$ cat src/rtl/lane_line_segment_averager_unit_macros.svh
// ----------------------------------------------------------------------------
// Lane line averager assertion macros
// Shared property forms, clocked on i_clk and disabled in reset.
// ----------------------------------------------------------------------------
`ifndef LANE_LINE_SEGMENT_AVERAGER_UNIT_MACROS_SVH
`define LANE_LINE_SEGMENT_AVERAGER_UNIT_MACROS_SVH

// Condition holds at every clock edge out of reset.
`define LLSA_HOLDS(lbl, cond) \
    lbl: assert property (@(posedge i_clk) disable iff (!i_rst_n) (cond)) \
        else $error("lane averager check failed");

// Antecedent at one edge implies consequent at the next.
`define LLSA_NEXT(lbl, ante, cons) \
    lbl: assert property (@(posedge i_clk) disable iff (!i_rst_n) (ante) |=> (cons)) \
        else $error("lane averager check failed");

`endif

$ cat src/rtl/llsa_pkg.sv
// ----------------------------------------------------------------------------
// Lane line averager package
// Widths, sequencer states and saturation helper.
// ----------------------------------------------------------------------------
package llsa_pkg;

    localparam int COORD_BITS      = 12;
    localparam int SLOPE_FRAC_BITS = 8;
    localparam int HISTORY_DEPTH   = 11;
    localparam int CFG_W           = 12;
    localparam int OUT_W           = 17;
    localparam int SLOPE_W         = COORD_BITS + SLOPE_FRAC_BITS + 1;
    localparam int PROD_W          = 2 * SLOPE_W;
    localparam int SUM_W           = 40;
    localparam int CNT_W           = 16;
    localparam int HSUM_W          = 32;
    localparam int DIV_AW          = SUM_W + 1;
    localparam int DIV_QW          = SUM_W;
    localparam int DIV_BW          = SLOPE_W + 1;
    localparam int DIV_CW          = $clog2(DIV_QW);
    localparam logic [CFG_W-1:0] ROWS_RESET = CFG_W'(480);
    localparam logic [CFG_W-1:0] COLS_RESET = CFG_W'(640);
    localparam logic [CNT_W-1:0] CNT_FULL   = '1;

    localparam logic REQ_SEGMENT   = 1'b0;
    localparam logic REQ_FRAME_END = 1'b1;
    localparam logic CFG_ROWS      = 1'b0;
    localparam logic CFG_COLS      = 1'b1;

    typedef enum logic [4:0] {
        S_IDLE,
        S_SDIV,
        S_MUL1,
        S_ILAUNCH,
        S_IDIV,
        S_F_START,
        S_F_MSDIV,
        S_F_MIDIV,
        S_F_RD,
        S_F_UPD,
        S_F_SSLAUNCH,
        S_F_SSDIV,
        S_F_SIDIV,
        S_F_MUL,
        S_F_TLAUNCH,
        S_F_TDIV,
        S_F_NEXT,
        S_EMIT
    } t_state;

    function automatic logic signed [OUT_W-1:0] sat_out(input logic signed [DIV_AW-1:0] v);
        logic signed [DIV_AW-1:0] lo;
        logic signed [DIV_AW-1:0] hi;
        lo = -(DIV_AW'(1) <<< (OUT_W - 1));
        hi = (DIV_AW'(1) <<< (OUT_W - 1)) - DIV_AW'(1);
        if (v < lo) return lo[OUT_W-1:0];
        if (v > hi) return hi[OUT_W-1:0];
        return v[OUT_W-1:0];
    endfunction

endpackage

$ cat src/rtl/lane_line_segment_averager_unit.sv
// Segment request: two 40-step divisions, a multiply and setup between accepts; a
// degenerate segment skips them all and a shallow one stops after the slope division.
// Frame-end request: up to five divisions per nonempty side through one shared
// divider, none with both sides empty.
// The result sits in an output register; segments are accepted while it waits.
// Synchronous active-low reset clears control, sums, fills and heads.
// ----------------------------------------------------------------------------
// Lane line segment averager
// Classes segments into left/right lane lines and smooths per-frame lines.
// ----------------------------------------------------------------------------
module lane_line_segment_averager_unit #(
    parameter int HISTORY_DEPTH = llsa_pkg::HISTORY_DEPTH
) (
    input  logic                                i_clk,
    input  logic                                i_rst_n,
    input  logic                                i_cfg_we,
    input  logic                                i_cfg_idx,
    input  logic [llsa_pkg::CFG_W-1:0]          i_cfg_data,
    input  logic                                i_valid,
    output logic                                o_stall,
    input  logic                                i_req_type,
    input  logic [llsa_pkg::COORD_BITS-1:0]     i_x_start,
    input  logic [llsa_pkg::COORD_BITS-1:0]     i_y_start,
    input  logic [llsa_pkg::COORD_BITS-1:0]     i_x_end,
    input  logic [llsa_pkg::COORD_BITS-1:0]     i_y_end,
    output logic                                o_valid,
    input  logic                                i_stall,
    output logic                                o_left_found,
    output logic signed [llsa_pkg::OUT_W-1:0]   o_left_x_top,
    output logic signed [llsa_pkg::OUT_W-1:0]   o_left_x_bottom,
    output logic                                o_right_found,
    output logic signed [llsa_pkg::OUT_W-1:0]   o_right_x_top,
    output logic signed [llsa_pkg::OUT_W-1:0]   o_right_x_bottom
);
    import llsa_pkg::*;

    localparam int FILL_W = $clog2(HISTORY_DEPTH + 1);
    localparam int IDX_W  = $clog2(HISTORY_DEPTH);
    localparam int ENT_W  = SLOPE_W + OUT_W;
    localparam logic [FILL_W-1:0] DEPTH_F = FILL_W'(HISTORY_DEPTH);
    localparam logic [IDX_W-1:0]  LAST_I  = IDX_W'(HISTORY_DEPTH - 1);

    t_state r_state, n_state;

    logic [CFG_W-1:0] r_rows, r_cols;

    logic [COORD_BITS-1:0]           r_x0, r_y0, n_x0, n_y0;
    logic signed [SLOPE_W-1:0]       r_slope, n_slope;
    logic signed [PROD_W-1:0]        r_prod, n_prod;
    logic                            r_side, n_side;
    logic signed [SUM_W-1:0]         r_ssum [2];
    logic signed [SUM_W-1:0]         r_isum [2];
    logic [CNT_W-1:0]                r_cnt  [2];
    logic signed [HSUM_W-1:0]        r_hs   [2];
    logic signed [HSUM_W-1:0]        r_hi   [2];
    logic [FILL_W-1:0]               r_fill [2];
    logic [IDX_W-1:0]                r_head [2];
    logic signed [SLOPE_W-1:0]       r_mslope, n_mslope, r_sslope, n_sslope;
    logic signed [OUT_W-1:0]         r_micpt, n_micpt, r_sicpt, n_sicpt;
    logic [IDX_W-1:0]                r_slot, n_slot;
    logic [ENT_W-1:0]                r_rd;
    logic [ENT_W-1:0]                r_mem [2][HISTORY_DEPTH];
    logic                            r_found [2];
    logic signed [OUT_W-1:0]         r_top [2], r_bot [2];
    logic                            n_found, n_res_we;
    logic signed [OUT_W-1:0]         n_top, n_bot;

    logic                            acc_l, acc_r, frame_clr, hist_upd, emit_go;

    // shared divider
    logic                            dv_start;
    logic signed [DIV_AW-1:0]        dv_a, dv_mag_a_s, dv_res;
    logic signed [DIV_BW-1:0]        dv_b, dv_mag_b_s;
    logic [DIV_QW-1:0]               r_dv_q;
    logic [DIV_BW-2:0]               r_dv_b, r_dv_rem;
    logic [DIV_BW-1:0]               dv_trial;
    logic                            r_dv_neg, r_dv_busy, r_dv_done;
    logic [DIV_CW-1:0]               r_dv_cnt;

    logic signed [COORD_BITS:0]      dx, dy, rows_y0;
    logic signed [SLOPE_W-1:0]       half, slope_q;
    logic signed [OUT_W-1:0]         icpt_q, mid;
    logic signed [HSUM_W-1:0]        hs_new, hi_new;
    logic [FILL_W-1:0]               fill_cur;
    logic [IDX_W-1:0]                head_cur;
    logic [FILL_W:0]                 slot_sum;

    assign o_stall = (r_state != S_IDLE);

    assign dx = $signed({1'b0, i_x_end}) - $signed({1'b0, i_x_start});
    assign dy = $signed({1'b0, i_y_end}) - $signed({1'b0, i_y_start});
    assign rows_y0 = $signed({1'b0, r_rows}) - $signed({1'b0, r_y0});
    assign half = SLOPE_W'(1) <<< (SLOPE_FRAC_BITS - 1);
    assign slope_q = dv_res[SLOPE_W-1:0];
    assign icpt_q = sat_out(dv_res);
    assign mid = $signed({{(OUT_W-CFG_W+1){1'b0}}, r_cols[CFG_W-1:1]});
    assign fill_cur = r_fill[r_side];
    assign head_cur = r_head[r_side];
    assign slot_sum = {1'b0, FILL_W'(head_cur)} + {1'b0, fill_cur};
    assign emit_go = (r_state == S_EMIT) && !(o_valid && i_stall);

    always_comb begin
        hs_new = r_hs[r_side] + HSUM_W'(r_mslope);
        hi_new = r_hi[r_side] + HSUM_W'(r_micpt);
        if (fill_cur >= DEPTH_F) begin
            hs_new = hs_new - HSUM_W'($signed(r_rd[ENT_W-1:OUT_W]));
            hi_new = hi_new - HSUM_W'($signed(r_rd[OUT_W-1:0]));
        end
    end

    // sequencer
    always_comb begin
        n_state  = r_state;
        n_x0     = r_x0;
        n_y0     = r_y0;
        n_slope  = r_slope;
        n_prod   = r_prod;
        n_side   = r_side;
        n_mslope = r_mslope;
        n_micpt  = r_micpt;
        n_sslope = r_sslope;
        n_sicpt  = r_sicpt;
        n_slot   = r_slot;
        n_found  = 1'b0;
        n_top    = '0;
        n_bot    = '0;
        n_res_we = 1'b0;
        acc_l    = 1'b0;
        acc_r    = 1'b0;
        hist_upd = 1'b0;
        dv_start = 1'b0;
        dv_a     = '0;
        dv_b     = '0;
        unique case (r_state)
            S_IDLE: begin
                if (i_valid) begin
                    if (i_req_type == REQ_FRAME_END) begin
                        n_side  = 1'b0;
                        n_state = S_F_START;
                    end else if (dx != 0 && dy != 0) begin
                        n_x0     = i_x_start;
                        n_y0     = i_y_start;
                        dv_start = 1'b1;
                        dv_a     = DIV_AW'(dy) <<< SLOPE_FRAC_BITS;
                        dv_b     = DIV_BW'(dx);
                        n_state  = S_SDIV;
                    end
                end
            end
            S_SDIV: begin
                if (r_dv_done) begin
                    n_slope = slope_q;
                    if (slope_q >= -half && slope_q <= half) n_state = S_IDLE;
                    else n_state = S_MUL1;
                end
            end
            S_MUL1: begin
                n_prod  = PROD_W'(r_slope * $signed({{(SLOPE_W-COORD_BITS){1'b0}}, r_x0}));
                n_state = S_ILAUNCH;
            end
            S_ILAUNCH: begin
                dv_start = 1'b1;
                dv_a     = (DIV_AW'(rows_y0) <<< SLOPE_FRAC_BITS) + DIV_AW'(r_prod);
                dv_b     = DIV_BW'(r_slope);
                n_state  = S_IDIV;
            end
            S_IDIV: begin
                if (r_dv_done) begin
                    acc_l   = (r_slope < -half) && (icpt_q < mid);
                    acc_r   = (r_slope > half) && (icpt_q > mid);
                    n_state = S_IDLE;
                end
            end
            S_F_START: begin
                if (r_cnt[r_side] == '0) begin
                    n_res_we = 1'b1;
                    n_state  = S_F_NEXT;
                end else begin
                    dv_start = 1'b1;
                    dv_a     = DIV_AW'(r_ssum[r_side]);
                    dv_b     = $signed({{(DIV_BW-CNT_W){1'b0}}, r_cnt[r_side]});
                    n_state  = S_F_MSDIV;
                end
            end
            S_F_MSDIV: begin
                if (r_dv_done) begin
                    n_mslope = slope_q;
                    dv_start = 1'b1;
                    dv_a     = DIV_AW'(r_isum[r_side]);
                    dv_b     = $signed({{(DIV_BW-CNT_W){1'b0}}, r_cnt[r_side]});
                    n_state  = S_F_MIDIV;
                end
            end
            S_F_MIDIV: begin
                if (r_dv_done) begin
                    n_micpt = dv_res[OUT_W-1:0];
                    if (fill_cur >= DEPTH_F) n_slot = head_cur;
                    else if (slot_sum >= (FILL_W+1)'(HISTORY_DEPTH))
                        n_slot = IDX_W'(slot_sum - (FILL_W+1)'(HISTORY_DEPTH));
                    else n_slot = IDX_W'(slot_sum);
                    n_state = S_F_RD;
                end
            end
            S_F_RD: begin
                n_state = S_F_UPD;
            end
            S_F_UPD: begin
                hist_upd = 1'b1;
                n_state  = S_F_SSLAUNCH;
            end
            S_F_SSLAUNCH: begin
                dv_start = 1'b1;
                dv_a     = DIV_AW'(r_hs[r_side]);
                dv_b     = $signed({{(DIV_BW-FILL_W){1'b0}}, fill_cur});
                n_state  = S_F_SSDIV;
            end
            S_F_SSDIV: begin
                if (r_dv_done) begin
                    n_sslope = slope_q;
                    dv_start = 1'b1;
                    dv_a     = DIV_AW'(r_hi[r_side]);
                    dv_b     = $signed({{(DIV_BW-FILL_W){1'b0}}, fill_cur});
                    n_state  = S_F_SIDIV;
                end
            end
            S_F_SIDIV: begin
                if (r_dv_done) begin
                    n_sicpt = icpt_q;
                    n_state = S_F_MUL;
                end
            end
            S_F_MUL: begin
                n_prod  = PROD_W'(r_sslope * SLOPE_W'(r_sicpt));
                n_state = S_F_TLAUNCH;
            end
            S_F_TLAUNCH: begin
                if (r_sslope == '0) begin
                    n_res_we = 1'b1;
                    n_found  = 1'b1;
                    n_top    = r_sicpt;
                    n_bot    = r_sicpt;
                    n_state  = S_F_NEXT;
                end else begin
                    dv_start = 1'b1;
                    dv_a     = DIV_AW'(r_prod)
                             - (DIV_AW'($signed({1'b0, r_rows})) <<< SLOPE_FRAC_BITS);
                    dv_b     = DIV_BW'(r_sslope);
                    n_state  = S_F_TDIV;
                end
            end
            S_F_TDIV: begin
                if (r_dv_done) begin
                    n_res_we = 1'b1;
                    n_found  = 1'b1;
                    n_top    = icpt_q;
                    n_bot    = r_sicpt;
                    n_state  = S_F_NEXT;
                end
            end
            S_F_NEXT: begin
                if (!r_side) begin
                    n_side  = 1'b1;
                    n_state = S_F_START;
                end else begin
                    n_state = S_EMIT;
                end
            end
            S_EMIT: begin
                // hold until the output register frees
                if (emit_go) n_state = S_IDLE;
            end
            default: n_state = S_IDLE;
        endcase
    end

    assign frame_clr = emit_go;

    always_ff @(posedge i_clk) begin
        if (!i_rst_n) begin
            r_state <= S_IDLE;
            r_rows  <= ROWS_RESET;
            r_cols  <= COLS_RESET;
            r_side  <= 1'b0;
            o_valid <= 1'b0;
            for (int s = 0; s < 2; s++) begin
                r_ssum[s] <= '0;
                r_isum[s] <= '0;
                r_cnt[s]  <= '0;
                r_hs[s]   <= '0;
                r_hi[s]   <= '0;
                r_fill[s] <= '0;
                r_head[s] <= '0;
            end
        end else begin
            r_state <= n_state;
            r_side  <= n_side;
            if (i_cfg_we) begin
                if (i_cfg_idx == CFG_ROWS) r_rows <= i_cfg_data;
                else r_cols <= i_cfg_data;
            end
            if (emit_go) o_valid <= 1'b1;
            else if (!i_stall) o_valid <= 1'b0;
            if (frame_clr) begin
                for (int s = 0; s < 2; s++) begin
                    r_ssum[s] <= '0;
                    r_isum[s] <= '0;
                    r_cnt[s]  <= '0;
                end
            end else begin
                if (acc_l && r_cnt[0] != CNT_FULL) begin
                    r_ssum[0] <= r_ssum[0] + SUM_W'(r_slope);
                    r_isum[0] <= r_isum[0] + SUM_W'(icpt_q);
                    r_cnt[0]  <= r_cnt[0] + CNT_W'(1);
                end
                if (acc_r && r_cnt[1] != CNT_FULL) begin
                    r_ssum[1] <= r_ssum[1] + SUM_W'(r_slope);
                    r_isum[1] <= r_isum[1] + SUM_W'(icpt_q);
                    r_cnt[1]  <= r_cnt[1] + CNT_W'(1);
                end
            end
            if (hist_upd) begin
                r_hs[r_side] <= hs_new;
                r_hi[r_side] <= hi_new;
                if (fill_cur >= DEPTH_F) begin
                    r_head[r_side] <= (head_cur == LAST_I) ? '0 : head_cur + IDX_W'(1);
                end else begin
                    r_fill[r_side] <= fill_cur + FILL_W'(1);
                end
            end
        end
    end

    // payload registers
    always_ff @(posedge i_clk) begin
        r_x0     <= n_x0;
        r_y0     <= n_y0;
        r_slope  <= n_slope;
        r_prod   <= n_prod;
        r_mslope <= n_mslope;
        r_micpt  <= n_micpt;
        r_sslope <= n_sslope;
        r_sicpt  <= n_sicpt;
        r_slot   <= n_slot;
        if (n_res_we) begin
            r_found[r_side] <= n_found;
            r_top[r_side]   <= n_top;
            r_bot[r_side]   <= n_bot;
        end
        if (emit_go) begin
            o_left_found     <= r_found[0];
            o_left_x_top     <= r_top[0];
            o_left_x_bottom  <= r_bot[0];
            o_right_found    <= r_found[1];
            o_right_x_top    <= r_top[1];
            o_right_x_bottom <= r_bot[1];
        end
    end

    // history ring memory
    always_ff @(posedge i_clk) begin
        r_rd <= r_mem[r_side][r_slot];
        if (hist_upd) r_mem[r_side][r_slot] <= {r_mslope, r_micpt};
    end

    // shared restoring divider, one quotient bit per cycle, truncates to zero
    assign dv_mag_a_s = dv_a[DIV_AW-1] ? -dv_a : dv_a;
    assign dv_mag_b_s = dv_b[DIV_BW-1] ? -dv_b : dv_b;
    assign dv_trial   = {r_dv_rem, r_dv_q[DIV_QW-1]};
    assign dv_res     = r_dv_neg ? -$signed({1'b0, r_dv_q}) : $signed({1'b0, r_dv_q});

    always_ff @(posedge i_clk) begin
        if (!i_rst_n) begin
            r_dv_busy <= 1'b0;
            r_dv_done <= 1'b0;
            r_dv_cnt  <= '0;
        end else begin
            r_dv_done <= 1'b0;
            if (dv_start) begin
                r_dv_busy <= 1'b1;
                r_dv_cnt  <= '0;
            end else if (r_dv_busy) begin
                r_dv_cnt <= r_dv_cnt + DIV_CW'(1);
                if (r_dv_cnt == DIV_CW'(DIV_QW - 1)) begin
                    r_dv_busy <= 1'b0;
                    r_dv_done <= 1'b1;
                end
            end
        end
    end

    always_ff @(posedge i_clk) begin
        if (dv_start) begin
            r_dv_q   <= dv_mag_a_s[DIV_QW-1:0];
            r_dv_b   <= dv_mag_b_s[DIV_BW-2:0];
            r_dv_rem <= '0;
            r_dv_neg <= dv_a[DIV_AW-1] ^ dv_b[DIV_BW-1];
        end else if (r_dv_busy) begin
            if (dv_trial >= {1'b0, r_dv_b}) begin
                r_dv_rem <= (DIV_BW-1)'(dv_trial - {1'b0, r_dv_b});
                r_dv_q   <= {r_dv_q[DIV_QW-2:0], 1'b1};
            end else begin
                r_dv_rem <= dv_trial[DIV_BW-2:0];
                r_dv_q   <= {r_dv_q[DIV_QW-2:0], 1'b0};
            end
        end
    end

`include "lane_line_segment_averager_unit_macros.svh"

    `LLSA_HOLDS(a_fill_bound, r_fill[0] <= DEPTH_F && r_fill[1] <= DEPTH_F)
    `LLSA_HOLDS(a_head_bound, r_head[0] <= LAST_I && r_head[1] <= LAST_I)
    `LLSA_HOLDS(a_div_idle_launch, !(dv_start && r_dv_busy))
    `LLSA_NEXT(a_frame_cleared, emit_go, r_cnt[0] == '0 && r_cnt[1] == '0 && o_valid)

endmodule
$ cat config.mk
export PLATFORM = sky130hd
export DESIGN_NAME = lane_line_segment_averager_unit
export DESIGN_NICKNAME = d
export VERILOG_FILES = /design/src/rtl/llsa_pkg.sv /design/src/rtl/lane_line_segment_averager_unit.sv
export VERILOG_INCLUDE_DIRS = /design/src /design/src/rtl
export SDC_FILE = /design/constraint.sdc
export NUM_CORES = 2
export LEC_CHECK = 0
export BUFFER_PORTS_ARGS = -buffer_cell sky130_fd_sc_hd__buf_2
export CAP_MARGIN = 20
export CORE_ASPECT_RATIO = 0.6
export CORE_MARGIN = 2
export CORE_UTILIZATION = 56
export DETAILED_ROUTE_END_ITERATION = 12
export PLACE_DENSITY = 0.75
export SYNTH_ARGS = -nofsm -noshare
export SYNTH_HDL_FRONTEND = slang
export SYNTH_SLANG_ARGS = --single-unit
export TNS_END_PERCENT = 50
$ cat constraint.sdc
create_clock -name i_clk -period 9.1 [get_ports i_clk]
set_input_delay 1.82 -clock i_clk [delete_from_list [all_inputs] [get_ports i_clk]]
set_output_delay 1.82 -clock i_clk [all_outputs]
set_load 0.005 [all_outputs]
==> run_summary.xml <==
<?xml version="1.0" encoding="UTF-8"?>
<metrics>
  <group name="pwr">
    <metric name="powerDensity" unit="mW/mm^2">235</metric>
    <metric name="irDropWorstVdd" unit="mV">0.344</metric>
    <metric name="power.static_leakage" unit="nW">45.8</metric>
  </group>
  <group name="sta">
    <metric name="min_period_over_period" unit="%">94.3</metric>
    <metric name="totalNegativeSetupSlack" unit="ps">0</metric>
    <metric name="timing_max_transition_violations_final" unit="">0</metric>
    <metric name="clock-skew-final" unit="ps">80.7</metric>
    <metric name="layout_min_cycle_time" unit="ps">8580</metric>
    <metric name="setup_repair_after_global_routing_missed_its_margin" unit="">false</metric>
    <metric name="timing_worst_slew_pin_value" unit="ps">1290</metric>
    <metric name="finalHoldViolCount" unit="">0</metric>
    <metric name="layout_setup_ws" unit="ps">517</metric>
    <metric name="fmaxAchievable" unit="MHz">117</metric>
    <metric name="setup_viol_count_final" unit="">0</metric>
    <metric name="max-slew-margin-rel" unit="%">12.8</metric>
  </group>
  <group name="clock_network">
    <metric name="clkLatencyLatePin" unit="ps">850</metric>
    <metric name="h-tree-depth" unit="">4</metric>
    <metric name="tritoncts_num_sinks" unit="">1635</metric>
    <metric name="number_of_cells_upsized_or_downsized_after_cts" unit="">0</metric>
    <metric name="tritoncts" unit="">done</metric>
    <metric name="cts_root_buffer" unit="">sky130_fd_sc_hd__clkbuf_16</metric>
    <metric name="clk_transition_reported_paths" unit="ps">60</metric>
    <metric name="clk_path_buf_depth" unit="">4</metric>
    <metric name="cts_buffers" unit="">163</metric>
    <metric name="hold_buffers" unit="">0</metric>
    <metric name="post_cts_buffers" unit="">0</metric>
  </group>
  <group name="yosys">
    <metric name="mappedNetlistArea" unit="sq mm">0.107</metric>
    <metric name="synth-edff-count" unit="">1537</metric>
    <metric name="ys_seq_area_share" unit="%">44.8</metric>
    <metric name="postSynthNetCount" unit="">10700</metric>
    <metric name="yosysUniqueCellTypes" unit="">94</metric>
    <metric name="synth_top_cell_area_share" unit="%">43.0</metric>
    <metric name="ys.warnings.count" unit="">0</metric>
    <metric name="avgSynthCellArea" unit="sq um">11.4</metric>
    <metric name="post_synth_inst_count" unit="">9419</metric>
    <metric name="post_synth_main_area_contributors" unit="">sky130_fd_sc_hd__edfxtp_1 (43%), sky130_fd_sc_hd__fa_1 (11%), sky130_fd_sc_hd__ha_1 (6.7%)</metric>
    <metric name="asr_flop_ratio_synth" unit="%">0</metric>
    <metric name="yosys_register_bits" unit="">1635</metric>
    <metric name="ys.flop_type" unit="">sky130_fd_sc_hd__edfxtp_1</metric>
    <metric name="synth.largest_area_cell" unit="">sky130_fd_sc_hd__edfxtp_1</metric>
  </group>
  <group name="worst_setup_path">
    <metric name="critical_path_arrival" unit="ps">9140</metric>
    <metric name="regToRegStartpoint" unit="">r_dv_q[0]</metric>
    <metric name="setup.worst_path.start_class" unit="">flip-flop</metric>
    <metric name="worstSetupEndpointType" unit="">flip-flop</metric>
    <metric name="r2r_end" unit="">r_isum[0][36]</metric>
    <metric name="worst_path_most_repeated_cell" unit="">sky130_fd_sc_hd__o21ai_0</metric>
    <metric name="startpoint_to_endpoint_class_of_the_critical_path" unit="">flip-flop to flip-flop</metric>
    <metric name="regToRegSetupSlack" unit="ps">520</metric>
    <metric name="critical-path-slowest-cell" unit="">sky130_fd_sc_hd__edfxtp_1</metric>
    <metric name="worstRegToRegCells" unit="">29</metric>
    <metric name="cp.required" unit="ps">9660</metric>
    <metric name="worst_path_largest_cell_delay" unit="ps">560</metric>
    <metric name="timing.critical_path.fanout_max" unit="">12</metric>
  </group>
  <group name="floorplan">
    <metric name="design.core.area" unit="sq mm">0.191</metric>
    <metric name="die_width" unit="um">569</metric>
    <metric name="num_io_pins" unit="">139</metric>
    <metric name="initial_core_util" unit="%">56.4</metric>
    <metric name="die_height" unit="um">343</metric>
    <metric name="rows" unit="">124</metric>
    <metric name="die-area" unit="sq mm">0.195</metric>
  </group>
  <group name="layout">
    <metric name="layout-area-overhead-vs-synth" unit="%">8.99</metric>
    <metric name="finish.net_count" unit="">10800</metric>
    <metric name="fin_cells" unit="">12200</metric>
    <metric name="layout-drive-gt1-share" unit="%">9.59</metric>
  </group>
  <group name="run">
    <metric name="max_cap_violations" unit="">0</metric>
  </group>
  <group name="hold_path">
    <metric name="timing.hold.worst.class" unit="">flip-flop to flip-flop</metric>
    <metric name="min_to" unit="">o_left_x_top[1]</metric>
    <metric name="holdCritStartpoint" unit="">r_top[0][1]</metric>
    <metric name="hold_path_depth" unit="">0</metric>
  </group>
  <group name="place">
    <metric name="hpwl" unit="mm">255</metric>
    <metric name="detailedPlace.worstSlack" unit="ps">403</metric>
    <metric name="gp_congestion" unit="">1.05</metric>
    <metric name="numPortBuffers" unit="">138</metric>
    <metric name="dpl.cell_count" unit="">11900</metric>
  </group>
  <group name="global_route">
    <metric name="number_of_antenna_violations_at_the_first_check_in_global_routing" unit="">33</metric>
    <metric name="gr-usage-all-layers" unit="%">35.4</metric>
    <metric name="grt_overflow" unit="">0</metric>
    <metric name="grt_pass1_wl" unit="mm">504</metric>
    <metric name="vias_in_the_first_global_route" unit="">73800</metric>
    <metric name="grt_start_max_net_pins" unit="">129</metric>
  </group>
  <group name="routing">
    <metric name="drtPass1Iterations" unit="">9</metric>
    <metric name="drt.antenna.violating_nets" unit="">0</metric>
    <metric name="detail_route.wirelength" unit="mm">347</metric>
    <metric name="dr_drc_count" unit="">0</metric>
    <metric name="detail_route.iter0.violations" unit="">11400</metric>
    <metric name="vias" unit="">78000</metric>
    <metric name="route.detailed.wl_per_inst" unit="um">28.5</metric>
    <metric name="route.detailed.vias_per_inst" unit="">6.41</metric>
  </group>
  <group name="status">
    <metric name="run_status" unit="">completed</metric>
  </group>
</metrics>
flip-flops by register name, summed over array words and instances, names as in the netlist, 32 cells and up, named ones only:
| name | cells |
|---|---|
| r_cnt | 32 |
| r_prod | 38 |
| r_hs | 64 |
| r_hi | 64 |
| r_rd | 38 |
| r_bot | 34 |
| r_isum | 80 |
| r_mem | 836 |
| r_top | 34 |
| r_ssum | 80 |
| r_dv_q | 40 |
worst max path at each step:
| stage | startpoint | slack, ps | cells after the start | end |
|---|---|---|---|---|
| 6_report | r_dv_q[0] | 520 | 29 | r_isum[0][36] |
| 5_1_grt | r_dv_q[0] | 110 | 29 | r_isum[0][36] |
| 4_1_cts | r_dv_q[0] | 370 | 29 | r_isum[0][36] |
| 3_5_place_dp | r_dv_q[0] | 400 | 29 | r_isum[0][36] |
| 3_3_place_gp | r_dv_q[0] | 460 | 29 | r_isum[0][39] |
| 2_1_floorplan | i_stall | 960 | 3 | r_cnt[0][0] |
cells in the final DEF, fill, tap and decap left out, drive strengths merged, types with 55 or more instances in the layout:
master,instances
edfxtp,1537
inv,827
nand2,814
nor2,709
fa,599
ha,573
a21oi,463
o21ai,444
buf,325
and2,319
xnor2,301
mux2i,259
clkbuf,200
xor2,197
a21o,157
mux4,153
nor3,142
nand2b,118
nand3,117
dfxtp,98
mux2,93
o211ai,84
nor2b,84
o21a,83
clkinv,65
nand4,57
nor4,55
logic make-up after synthesis:
kind of cell / synth area share, %
AO/OA/AOI/OAI: 10.8
XOR/XNOR: 4.08
adder cells (fa/ha/maj): 17.8
buffers and inverters: 4.36
flip-flops: 44.8
multiplexers: 6.60
AND/OR/NAND/NOR: 11.5
worst max-delay path, delay by kind of cell, from the launching register on:
kind	cells	cell delay, ps
AO/OA/AOI/OAI	12	3310
AND/OR/NAND/NOR	10	2900
adder cells (fa/ha/maj)	3	920
flip-flops	1	560
buffers and inverters	3	530
XOR/XNOR	1	160
area by class of cell:
type	instances	area, sq um
Antenna cell	10	25.0
Clock buffer	200	4370
Clock inverter	90	985
Fill cell	14900	73500
Inverter	825	3100
Multi-Input combinational cell	6565	54900
Sequential cell	1635	48100
Tap cell	2520	3150
Timing Repair Buffer	325	2390
metrics by stage:
step	util [%]	power, W	hold slack (ps)	cell area [sq um]
6_report	61.4	0.0276	414	117000
2_1_floorplan	-	0.0169	400	107000
5_1_grt	61.4	0.0289	423	117000
3_3_place_gp	58.4	0.0201	401	111000
3_5_place_dp	58.5	0.0203	405	111000
4_1_cts	61.3	0.0273	417	117000
power by group:
group / internal (W) / switching [W] / total [W]
clock: 0.00397 / 0.00298 / 0.00694
combinational: 0.00422 / 0.00682 / 0.0110
sequential: 0.00896 / 0.000603 / 0.00957
Yosys cell counts (all sizes together) (17+ instances only):
| library cell | n |
|---|---|
| xnor2 | 301 |
| and3 | 40 |
| nor3 | 142 |
| o41ai | 17 |
| nor2 | 709 |
| o31ai | 39 |
| nand3 | 117 |
| mux2i | 259 |
| nor2b | 84 |
| a31oi | 42 |
| a211o | 20 |
| a21oi | 463 |
| o211ai | 84 |
| nand4 | 57 |
| a222oi | 18 |
| and2 | 319 |
| a2111oi | 18 |
| a211oi | 50 |
| clkbuf | 304 |
| nand2 | 814 |
| nor4 | 55 |
| or2 | 32 |
| o21ai | 444 |
| o22a | 41 |
| xor2 | 197 |
| or3 | 45 |
| o21bai | 47 |
| ha | 573 |
| o21a | 83 |
| a21boi | 37 |
| edfxtp | 1537 |
| nand2b | 118 |
| buf | 90 |
| a221oi | 32 |
| mux2 | 93 |
| mux4 | 153 |
| inv | 824 |
| a22o | 22 |
| a21o | 157 |
| fa | 599 |
| or4 | 19 |
| dfxtp | 98 |
metal layers:
layer	track usage (%)	vias to the layer above	share of wire, %
li1	-	33800	-
met1	54.7	38900	43
met2	45.5	4743	38
met3	14.4	541	16
met4	8.32	18	2.7
met5	0	-	0.087
Note: power is estimated with default switching activity, not from simulation.
